--- src/rtl/lcg_rir_pkg.sv ---
// Package for the range-scaled LCG random generator.
// Holds the controller state type, the command bundle and the generator constants.
// No dependencies; used by lcg_rir_ctrl, lcg_rir_dp and lcg_random_in_range.
package lcg_rir_pkg;

  localparam int unsigned DATA_W = 32;
  localparam int unsigned RAW_W  = 31;

  localparam logic [DATA_W-1:0] LCG_MUL    = 32'd1103515245;
  localparam logic [DATA_W-1:0] LCG_ADD    = 32'd12345;
  localparam logic [DATA_W-1:0] SEED_RESET = 32'd1;
  localparam logic [RAW_W-1:0]  RAW_MAX    = 31'h7FFF_FFFF;

  // Controller sequence: three generator steps, scale multiply, two fold steps
  typedef enum logic [2:0] {
    ST_IDLE,
    ST_STEP1,
    ST_STEP2,
    ST_STEP3,
    ST_SCALE,
    ST_FOLD,
    ST_QUOT,
    ST_DONE
  } state_t;

  // Commands from the controller to the datapath
  typedef struct packed {
    logic load_in;
    logic lcg_step;
    logic first_step;
    logic scale_mul;
    logic fold;
    logic quot;
    logic load_out;
  } cmd_t;

endpackage

--- src/rtl/lcg_rir_ctrl.sv ---
// Controller of the range-scaled LCG generator: sequences one request at a time
// through the shared-multiplier datapath and owns the output valid flag.
// Depends on lcg_rir_pkg.
module lcg_rir_ctrl (
  input  logic              clk,
  input  logic              rst_n,
  input  logic              in_tvalid,
  output logic              in_tready,
  output logic              out_tvalid,
  input  logic              out_tready,
  output lcg_rir_pkg::cmd_t cmd
);

  lcg_rir_pkg::state_t state_r, state_nxt;
  logic                out_valid_r, out_valid_nxt;

  // State and output valid registers
  always_ff @(posedge clk) begin
    if (!rst_n) begin
      state_r     <= lcg_rir_pkg::ST_IDLE;
      out_valid_r <= 1'b0;
    end else begin
      state_r     <= state_nxt;
      out_valid_r <= out_valid_nxt;
    end
  end

  // Next state and commands
  always_comb begin
    state_nxt = state_r;
    cmd       = '0;
    case (state_r)
      lcg_rir_pkg::ST_IDLE: begin
        if (in_tvalid) begin
          cmd.load_in = 1'b1;
          state_nxt   = lcg_rir_pkg::ST_STEP1;
        end
      end
      lcg_rir_pkg::ST_STEP1: begin
        cmd.lcg_step   = 1'b1;
        cmd.first_step = 1'b1;
        state_nxt      = lcg_rir_pkg::ST_STEP2;
      end
      lcg_rir_pkg::ST_STEP2: begin
        cmd.lcg_step = 1'b1;
        state_nxt    = lcg_rir_pkg::ST_STEP3;
      end
      lcg_rir_pkg::ST_STEP3: begin
        cmd.lcg_step = 1'b1;
        state_nxt    = lcg_rir_pkg::ST_SCALE;
      end
      lcg_rir_pkg::ST_SCALE: begin
        cmd.scale_mul = 1'b1;
        state_nxt     = lcg_rir_pkg::ST_FOLD;
      end
      lcg_rir_pkg::ST_FOLD: begin
        cmd.fold  = 1'b1;
        state_nxt = lcg_rir_pkg::ST_QUOT;
      end
      lcg_rir_pkg::ST_QUOT: begin
        cmd.quot  = 1'b1;
        state_nxt = lcg_rir_pkg::ST_DONE;
      end
      lcg_rir_pkg::ST_DONE: begin
        // hold until the output register is free
        if (!out_valid_r || out_tready) begin
          cmd.load_out = 1'b1;
          state_nxt    = lcg_rir_pkg::ST_IDLE;
        end
      end
      default: begin
        state_nxt = lcg_rir_pkg::ST_IDLE;
      end
    endcase
  end

  // Output valid: set on load, drop when the result is taken
  always_comb begin
    out_valid_nxt = out_valid_r;
    if (cmd.load_out) begin
      out_valid_nxt = 1'b1;
    end else if (out_tready) begin
      out_valid_nxt = 1'b0;
    end
  end

  assign in_tready  = (state_r == lcg_rir_pkg::ST_IDLE);
  assign out_tvalid = out_valid_r;

endmodule

--- src/rtl/lcg_rir_dp.sv ---
// Datapath of the range-scaled LCG generator: generator state, one shared
// 32x32 multiplier, and the fold steps that divide by 2^31-1.
// Depends on lcg_rir_pkg.
module lcg_rir_dp (
  input  logic                                   clk,
  input  logic                                   rst_n,
  input  lcg_rir_pkg::cmd_t                      cmd,
  input  logic                                   cfg_we,
  input  logic [lcg_rir_pkg::DATA_W-1:0]         cfg_wdata,
  input  logic [lcg_rir_pkg::DATA_W-1:0]         range_low,
  input  logic [lcg_rir_pkg::DATA_W-1:0]         range_high,
  output logic [lcg_rir_pkg::DATA_W-1:0]         scaled_value,
  output logic [lcg_rir_pkg::RAW_W-1:0]          raw_value
);

  logic [31:0] state_r, state_nxt;
  logic [30:0] raw_r;
  logic [31:0] lo_r;
  logic [31:0] mag_r;
  logic        neg_r;
  logic [62:0] prod_r;
  logic [32:0] fold_r;
  logic [31:0] quot_r;
  logic [31:0] out_scaled_r;
  logic [30:0] out_raw_r;

  logic [32:0] diff;
  logic [32:0] diff_abs;
  logic [31:0] op_a;
  logic [31:0] op_b;
  logic [63:0] mul_full;
  logic [32:0] fold_sum;
  logic [1:0]  fold_hi;
  logic [31:0] fold_lo;
  logic        fold_corr;
  logic [31:0] quot_sum;
  logic [31:0] res;

  // Range difference, kept as sign and magnitude
  assign diff     = {range_high[31], range_high} - {range_low[31], range_low};
  assign diff_abs = diff[32] ? (~diff + 33'd1) : diff;

  // Shared multiplier: generator step or scaling product
  assign op_a     = cmd.scale_mul ? mag_r : state_r;
  assign op_b     = cmd.scale_mul ? {1'b0, raw_r} : lcg_rir_pkg::LCG_MUL;
  assign mul_full = {32'b0, op_a} * {32'b0, op_b};
  assign state_nxt = mul_full[31:0] + lcg_rir_pkg::LCG_ADD;

  // Divide by 2^31-1: P = a*2^31 + b folds to a + (a + b), then once more
  assign fold_sum  = {1'b0, prod_r[62:31]} + {2'b0, prod_r[30:0]};
  assign fold_hi   = fold_r[32:31];
  assign fold_lo   = {1'b0, fold_r[30:0]} + {30'b0, fold_hi};
  assign fold_corr = (fold_lo >= {1'b0, lcg_rir_pkg::RAW_MAX});
  assign quot_sum  = prod_r[62:31] + {30'b0, fold_hi} + {31'b0, fold_corr};

  // Apply sign of the difference and offset by the lower end
  assign res = neg_r ? (lo_r - quot_r) : (lo_r + quot_r);

  // Generator state: reset to one, reload on seed write
  always_ff @(posedge clk) begin
    if (!rst_n) begin
      state_r <= lcg_rir_pkg::SEED_RESET;
    end else if (cfg_we) begin
      state_r <= cfg_wdata;
    end else if (cmd.lcg_step) begin
      state_r <= state_nxt;
    end
  end

  // Payload registers
  always_ff @(posedge clk) begin
    if (cmd.load_in) begin
      lo_r  <= range_low;
      mag_r <= diff_abs[31:0];
      neg_r <= diff[32];
    end
    if (cmd.lcg_step) begin
      if (cmd.first_step) begin
        raw_r <= {20'b0, state_nxt[26:16]};
      end else begin
        raw_r <= {raw_r[20:0], state_nxt[25:16]};
      end
    end
    if (cmd.scale_mul) begin
      prod_r <= mul_full[62:0];
    end
    if (cmd.fold) begin
      fold_r <= fold_sum;
    end
    if (cmd.quot) begin
      quot_r <= quot_sum;
    end
    if (cmd.load_out) begin
      out_scaled_r <= res;
      out_raw_r    <= raw_r;
    end
  end

  assign scaled_value = out_scaled_r;
  assign raw_value    = out_raw_r;

endmodule

--- src/rtl/lcg_random_in_range.sv ---
// Top level of the range-scaled LCG random generator.
// Instantiates lcg_rir_ctrl and lcg_rir_dp; depends on lcg_rir_pkg.
//
//   Channel  Dir  Width  Contents
//   in_      in   64     range_low, range_high (signed Q16.16)
//   out_     out  64     scaled_value (signed Q16.16), raw_value, one zero pad bit
//   cfg_     in   32     seed; a write reloads the generator state
//
// A request runs to the result at out_ in steps set by the one shared multiplier:
// three generator steps, one scaling product, then fold and quotient steps for the
// divide by 2^31-1, offset added at load. in_tready is high only while no request is
// in work, so a new request is taken only after the last is in the output register.
// A result held by low out_tready does not block acceptance; the next request waits
// in ST_DONE. Reset (rst_n low, synchronous) clears control, state one.
module lcg_random_in_range (
  input  logic        clk,
  input  logic        rst_n,
  input  logic        in_tvalid,
  output logic        in_tready,
  input  logic [63:0] in_tdata,   // [31:0] range_low, [63:32] range_high
  output logic        out_tvalid,
  input  logic        out_tready,
  output logic [63:0] out_tdata,  // [31:0] scaled_value, [62:32] raw_value, [63] zero
  input  logic        cfg_we,
  input  logic [31:0] cfg_wdata
);

  lcg_rir_pkg::cmd_t cmd;
  logic [31:0]       scaled_value;
  logic [30:0]       raw_value;

  lcg_rir_ctrl u_ctrl (
    .clk       (clk),
    .rst_n     (rst_n),
    .in_tvalid (in_tvalid),
    .in_tready (in_tready),
    .out_tvalid(out_tvalid),
    .out_tready(out_tready),
    .cmd       (cmd)
  );

  lcg_rir_dp u_dp (
    .clk         (clk),
    .rst_n       (rst_n),
    .cmd         (cmd),
    .cfg_we      (cfg_we),
    .cfg_wdata   (cfg_wdata),
    .range_low   (in_tdata[31:0]),
    .range_high  (in_tdata[63:32]),
    .scaled_value(scaled_value),
    .raw_value   (raw_value)
  );

  assign out_tdata = {1'b0, raw_value, scaled_value};

endmodule

--- config.mk ---
export PLATFORM = sky130hd
export DESIGN_NAME = lcg_random_in_range
export DESIGN_NICKNAME = d
export VERILOG_FILES = /design/src/rtl/lcg_rir_pkg.sv /design/src/rtl/lcg_rir_ctrl.sv /design/src/rtl/lcg_rir_dp.sv /design/src/rtl/lcg_random_in_range.sv
export SDC_FILE = /design/constraint.sdc
export NUM_CORES = 2
export LEC_CHECK = 0
export BUFFER_PORTS_ARGS = -buffer_cell sky130_fd_sc_hd__buf_2
export CAP_MARGIN = 20
export CORE_ASPECT_RATIO = 0.7
export CORE_MARGIN = 5
export CORE_UTILIZATION = 56
export DETAILED_ROUTE_END_ITERATION = 6
export GPL_TIMING_DRIVEN = 1
export PLACE_DENSITY = 0.84
export SLEW_MARGIN = 20
export SYNTH_ARGS = -nofsm -noshare
export SYNTH_HDL_FRONTEND = slang
export SYNTH_HIERARCHICAL = 1
export SYNTH_SLANG_ARGS = --single-unit
--- constraint.sdc ---
create_clock -name clk -period 14.55 [get_ports clk]
set_input_delay 2.1825 -clock clk [delete_from_list [all_inputs] [get_ports clk]]
set_output_delay 2.1825 -clock clk [all_outputs]
set_load 0.01 [all_outputs]
-- Word-level counts from Yosys, hierarchy flattened
Cells that the tools add are included.
- register bits: 323
- input port bits: 101
- output and inout bits: 66
- word-level logic and storage cells: 62
- add/subtract/negate cells: 9
- multipliers: 1
- $lt $le $gt $ge: 1
- equality and inequality tests: 9
- mux-type cells: 21
- bitwise operators: 1
- reduce and logical (&&, ||, !) cells: 7
- operators by type and width (cell ; number):
    32-bit 2-to-1 mux ; 5
    32-bit by 32-bit multiplier with 63-bit output ; 1
    32-bit by 31-bit adder with 33-bit output ; 1
    32-bit by 32-bit subtractor with 33-bit output ; 1
    31-bit by 2-bit adder with 32-bit output ; 1
    32-bit by 1-bit adder with 32-bit output ; 1
    32-bit by 1-bit adder with 32-bit output, second input constant ; 1
    32-bit by 14-bit adder with 32-bit output, second input constant ; 1
    32-bit by 2-bit adder with 32-bit output ; 1
    32-bit adder ; 1
    32-bit by 31-bit greater-or-equal comparator with 1-bit output, second input constant ; 1
    32-bit NOT ; 1
    32-bit subtractor ; 1
    31-bit 2-to-1 mux ; 1
    3-bit case mux with 8 select lines ; 1
    3-bit == test, second input constant ; 4
    1-bit 2-to-1 mux ; 11
    11-bit 2-to-1 mux ; 1
    3-bit by 2-bit == test with 1-bit output, second input constant ; 2
    3-bit 2-to-1 mux ; 2
    2-bit nonzero test ; 2
    3-bit by 1-bit == test with 1-bit output, second input constant ; 1
    3-bit logical NOT ; 1
    3-bit OR reduction ; 1
    5 further kinds ; 5

-- Logic depth before layout (Yosys ltp)
- word-level depth: 7
- mapped depth: 38
- mapped depth without buffers: 34

-- By module
Netlist, hierarchy kept.
- by module, submodules not included (module ; times used ; cells each ; area each (µm²) ; sequential area each (µm²)):
    lcg_rir_dp ; 1 ; 5243 ; 49716.4 ; 9258.9
    lcg_rir_ctrl ; 1 ; 41 ; 322.8 ; 80.1
    lcg_random_in_range ; 1 ; 2 ; 11.3 ; 0.0

-- Worst setup path before layout
Ideal clock, no wire load.
- path type: flip-flop to flip-flop
- start: register u_ctrl.state_r[0]
- end: register u_dp.state_r[29]
- setup time: 0.066 ns
- arrival: 10.097 ns
- data required time: 14.484 ns
- path slack: 4.387 ns
- stages on the path, launching flop included: 35
- path buffers: 4
- clock period less this slack: 10.163 ns
- cells stage by stage: dfxtp_1 -> inv_1 -> ha_1 -> and2_2 -> clkbuf_1 -> clkinv_1 -> clkbuf_1 -> nor2_1 -> clkbuf_1 -> nor2_1 -> fa_1 -> fa_1 -> fa_1 -> inv_1 -> fa_1 -> inv_1 -> fa_1 -> inv_1 -> fa_1 -> inv_1 -> fa_1 -> fa_1 -> ha_1 -> buf_2 -> and3_1 -> a22oi_1 -> a21boi_0 -> or4_2 -> a21boi_0 -> xnor2_1 -> nor3b_1 -> nand4_2 -> xor2_1 -> a211o_1 -> a21oi_2
- RTL lines (item ; RTL line ; text):
    start: declaration ; lcg_rir_ctrl.sv:14 ; lcg_rir_pkg::state_t state_r, state_nxt;
    start signal: assignment ; lcg_rir_ctrl.sv:20 ; state_r <= lcg_rir_pkg::ST_IDLE;
    start signal: assignment ; lcg_rir_ctrl.sv:23 ; state_r <= state_nxt;
    end signal: assignment ; lcg_rir_dp.sv:62 ; state_r <= lcg_rir_pkg::SEED_RESET;
    end signal: assignment ; lcg_rir_dp.sv:64 ; state_r <= cfg_wdata;
    end signal: assignment ; lcg_rir_dp.sv:66 ; state_r <= state_nxt;
    end: declaration ; lcg_rir_dp.sv:16 ; logic [31:0] state_r, state_nxt;

==> results by group <==
Status
  • Outcome: complete, but fails checks
  • Failing checks: design-rule violations

Critical path
  • Top fanout value on the critical path: just over 60
  • Worst Setup Start Kind: flop
  • CP Capture Type: flop
  • Critical Path RT: 14.88 ns
  • Crit Path Class: flop to flop
  • Delay-heaviest family, CP: adder cells
  • Reg2reg start: u_ctrl/state_r[2]
  • Worst r2r dst: u_dp/prod_r[43]
  • CP bufs+invs: 8
  • Reg2reg path depth: 31
  • Critical Path AT: 11.97 ns
  • Slowest CP cell: and2_1
  • CP most frequent cell: fa_1
  • CP max stage delay: roughly 1.1 ns
  • Reg-to-reg slack, setup: 2.90 ns

Clock tree
  • CTS Sinks: approximately 320
  • Reg clk slew, reported paths: 0.07 ns
  • Clock Path Buffers: 3
  • Root Buffer: clkbuf_16
  • Post-CTS Setup Bufs: 0
  • CTS H-Tree Depth: 2
  • CTS tree: yes
  • PostCTS Resize Cnt: 0
  • Clk Latency, worst-skew pair: roughly 0.64 ns
  • TritonCTS Buffers: 38
  • Hold buffer count at cts: 0

Yosys
  • Syn_nets: 6619
  • Ys flop type: edfxtp_1
  • Cell variety after synth: 107
  • Top cell type's share of synthesized area: 0.3488
  • Synth top area cells: fa_1 35%, edfxtp_1 17%, ha_1 9.0%, inv_1 7.0%, nand2_1 5.9%
  • Post-synth EDFFs: roughly 290
  • Synth warn: 6
  • Synth area leader: fa_1
  • Mapped Cells: between 5000 and 6000
  • Synthesized area: 50050 sq um
  • Seq cells post-synth: between 300 and 400
  • Synth Area per Inst: between 9 and 10 sq um
  • Register area share after synthesis: 0.1866
  • Asr flop ratio synth: 0

Routing
  • Detailed Route Iter0 Violations: about 6600
  • DRT Pass-1 Iters: 7
  • DR vias: just over 40000
  • DR vias/cell: 6.343
  • Final wirelength: roughly 180 mm
  • Antenna Nets Post-Route: 0
  • Routed len/inst: 26.77 microns
  • DRC viols: 1

Layout
  • Commonest non-fill, non-tap cell in the layout: inv_1
  • Fraction of layout cells with a size suffix above 1: 0.07309
  • NumNets Final: between 6000 and 7000
  • Most frequent cells in the layout: 933 x inv_1, 872 x fa_1, 792 x nand2_1, 360 x ha_1, 290 x nor2_1
  • Non-Filler Instances: approximately 6500
  • Synth-to-Final Area Change: 6.700%

Floorplan
  • IO Count: around 170
  • Std-Cell Rows: 91
  • Die W: about 370 microns
  • Starting Density: 0.5665
  • Core Footprint: between 80000 and 90000 sq um
  • Die Y: 260.1 microns
  • Die area: approximately 96000 sq um

Global routing
  • Largest net degree at the start of global routing: 66
  • Total GRT Usage: 0.3632
  • First-pass GRT wire length: 259.4 mm
  • Grt ovf: 0
  • Initial antenna violation count: 15
  • Vias in the first global route: between 40000 and 50000

STA
  • Fin Setup TNS: 0 ns
  • Max Slew Vio Count: 0
  • Final Skew: 0.04812 ns
  • Worst-margin pin slew: 1.386 ns
  • Worst hold margin: between 0.4 and 0.5 ns
  • Final-report hold violation count: 0
  • Final setup violation count: 0
  • F_max: between 0.08 and 0.09 GHz
  • Fin crit period: 11.65 ns
  • Unrepaired setup endpoints after global routing: no
  • Tcrit/Tclk final: 0.8005
  • Slew headroom: 0.07602

Hold path
  • Hold Crit Class: flop to flop
  • Min-Delay Endpoint: u_dp/raw_value[24]
  • Worst hold start: u_dp/raw_r[24]
  • Hold path depth: 0

Placed design
  • Number of placed instances with taps included: between 6000 and 7000
  • Number of I/O port buffers: 165
  • Dpl hpwl: between 100 and 150 mm
  • Gpl congestion: 1.052

Job
  • Max cap viols: 0
==> metal layers <==
layer,routed length (microns),up-vias,GRT usage
li1,-,16920,-
met1,64580,20160,0.5070
met2,66630,3739,0.4807
met3,35210,670,0.1849
met4,8369,14,0.1327
met5,359,-,0.01619
==> worst max-delay path by stage <==
stage / start / slack, ns / depth (start not counted) / end
after floorplan: u_ctrl/state_r[0] / 4.39 / 34 / u_dp/state_r[29]
final: u_ctrl/state_r[2] / 2.90 / 31 / u_dp/prod_r[43]
after CTS: u_ctrl/state_r[2] / 3.45 / 30 / u_dp/prod_r[43]
after global routing: u_ctrl/state_r[2] / 2.75 / 30 / u_dp/prod_r[43]
after global placement: u_ctrl/state_r[2] / 3.66 / 30 / u_dp/prod_r[43]
after detailed placement: u_ctrl/state_r[2] / 3.52 / 30 / u_dp/prod_r[43]
==> registers in the layout (all words and copies together), names as in the netlist, 31 cells and up <==
| signal | cells |
|---|---|
| u_dp/prod_r | 63 |
| u_dp/fold_r | 33 |
| u_dp/lo_r | 32 |
| u_dp/mag_r | 32 |
| u_dp/quot_r | 32 |
| u_dp/scaled_value | 32 |
| u_dp/state_r | 32 |
| u_dp/raw_r | 31 |
| u_dp/raw_value | 31 |
==> logic make-up after synthesis <==
group	after synthesis	share of synthesized area
simple gates	1662	0.1543
fa+ha+maj	1232	0.4388
buf+inv	1175	0.08947
compound gates	600	0.07802
flops	323	0.1866
xor+xnor	253	0.04427
mux	40	0.008475
other cells	1	0.00007492
==> cell usage after synthesis (all sizes together) (11+ instances only) <==
library cell and instances:
fa 872, a31oi 19, edfxtp 287, inv 933, a21oi 212, and3 221, a21o 72, buf 21
a211oi 22, and2 62, o211ai 11, dfxtp 36, nor2b 39, or3 13, ha 360, nor3 33
nand3 62, mux2 19, o21bai 27, clkbuf 219, mux2i 21, xor2 65, nand4 39, nor4 18
nand2 792, nand2b 40, o21a 21, o21ai 102, nor2 294, xnor2 188
==> worst reg2reg max path: cells and delay by family, from the launching register on <==
kind	cells	cell delay (ns)
AND/OR/NAND/NOR	5	2.52
AO/OA/AOI/OAI	8	2.25
flip-flops	1	0.63
adder cells (fa/ha/maj)	9	4.54
buffers and inverters	8	1.25
XOR/XNOR	1	0.18
==> cell type report <==
type,instances,area [sq um]
well taps,1162,1454
clock buffers,48,1082
diodes,18,45.04
flip-flops and latches,323,9339
fillers,7109,34950
repair buffers,248,1456
clock inverters,22,254.0
multi-input cells,3788,36270
inverters,934,3506
==> per-stage QoR <==
stage	cell area (sq um)	setup WS [ns]	util
floorplan	50050	4.387	-
global placement	52000	3.657	0.5886
detailed placement	52000	3.519	0.5886
CTS	53340	3.453	0.6037
global route	53360	2.750	0.6039
finish	53400	2.903	0.6044
Power is not shown: default switching activity piles up to over one toggle a cycle in this logic, so the estimate is an artifact.
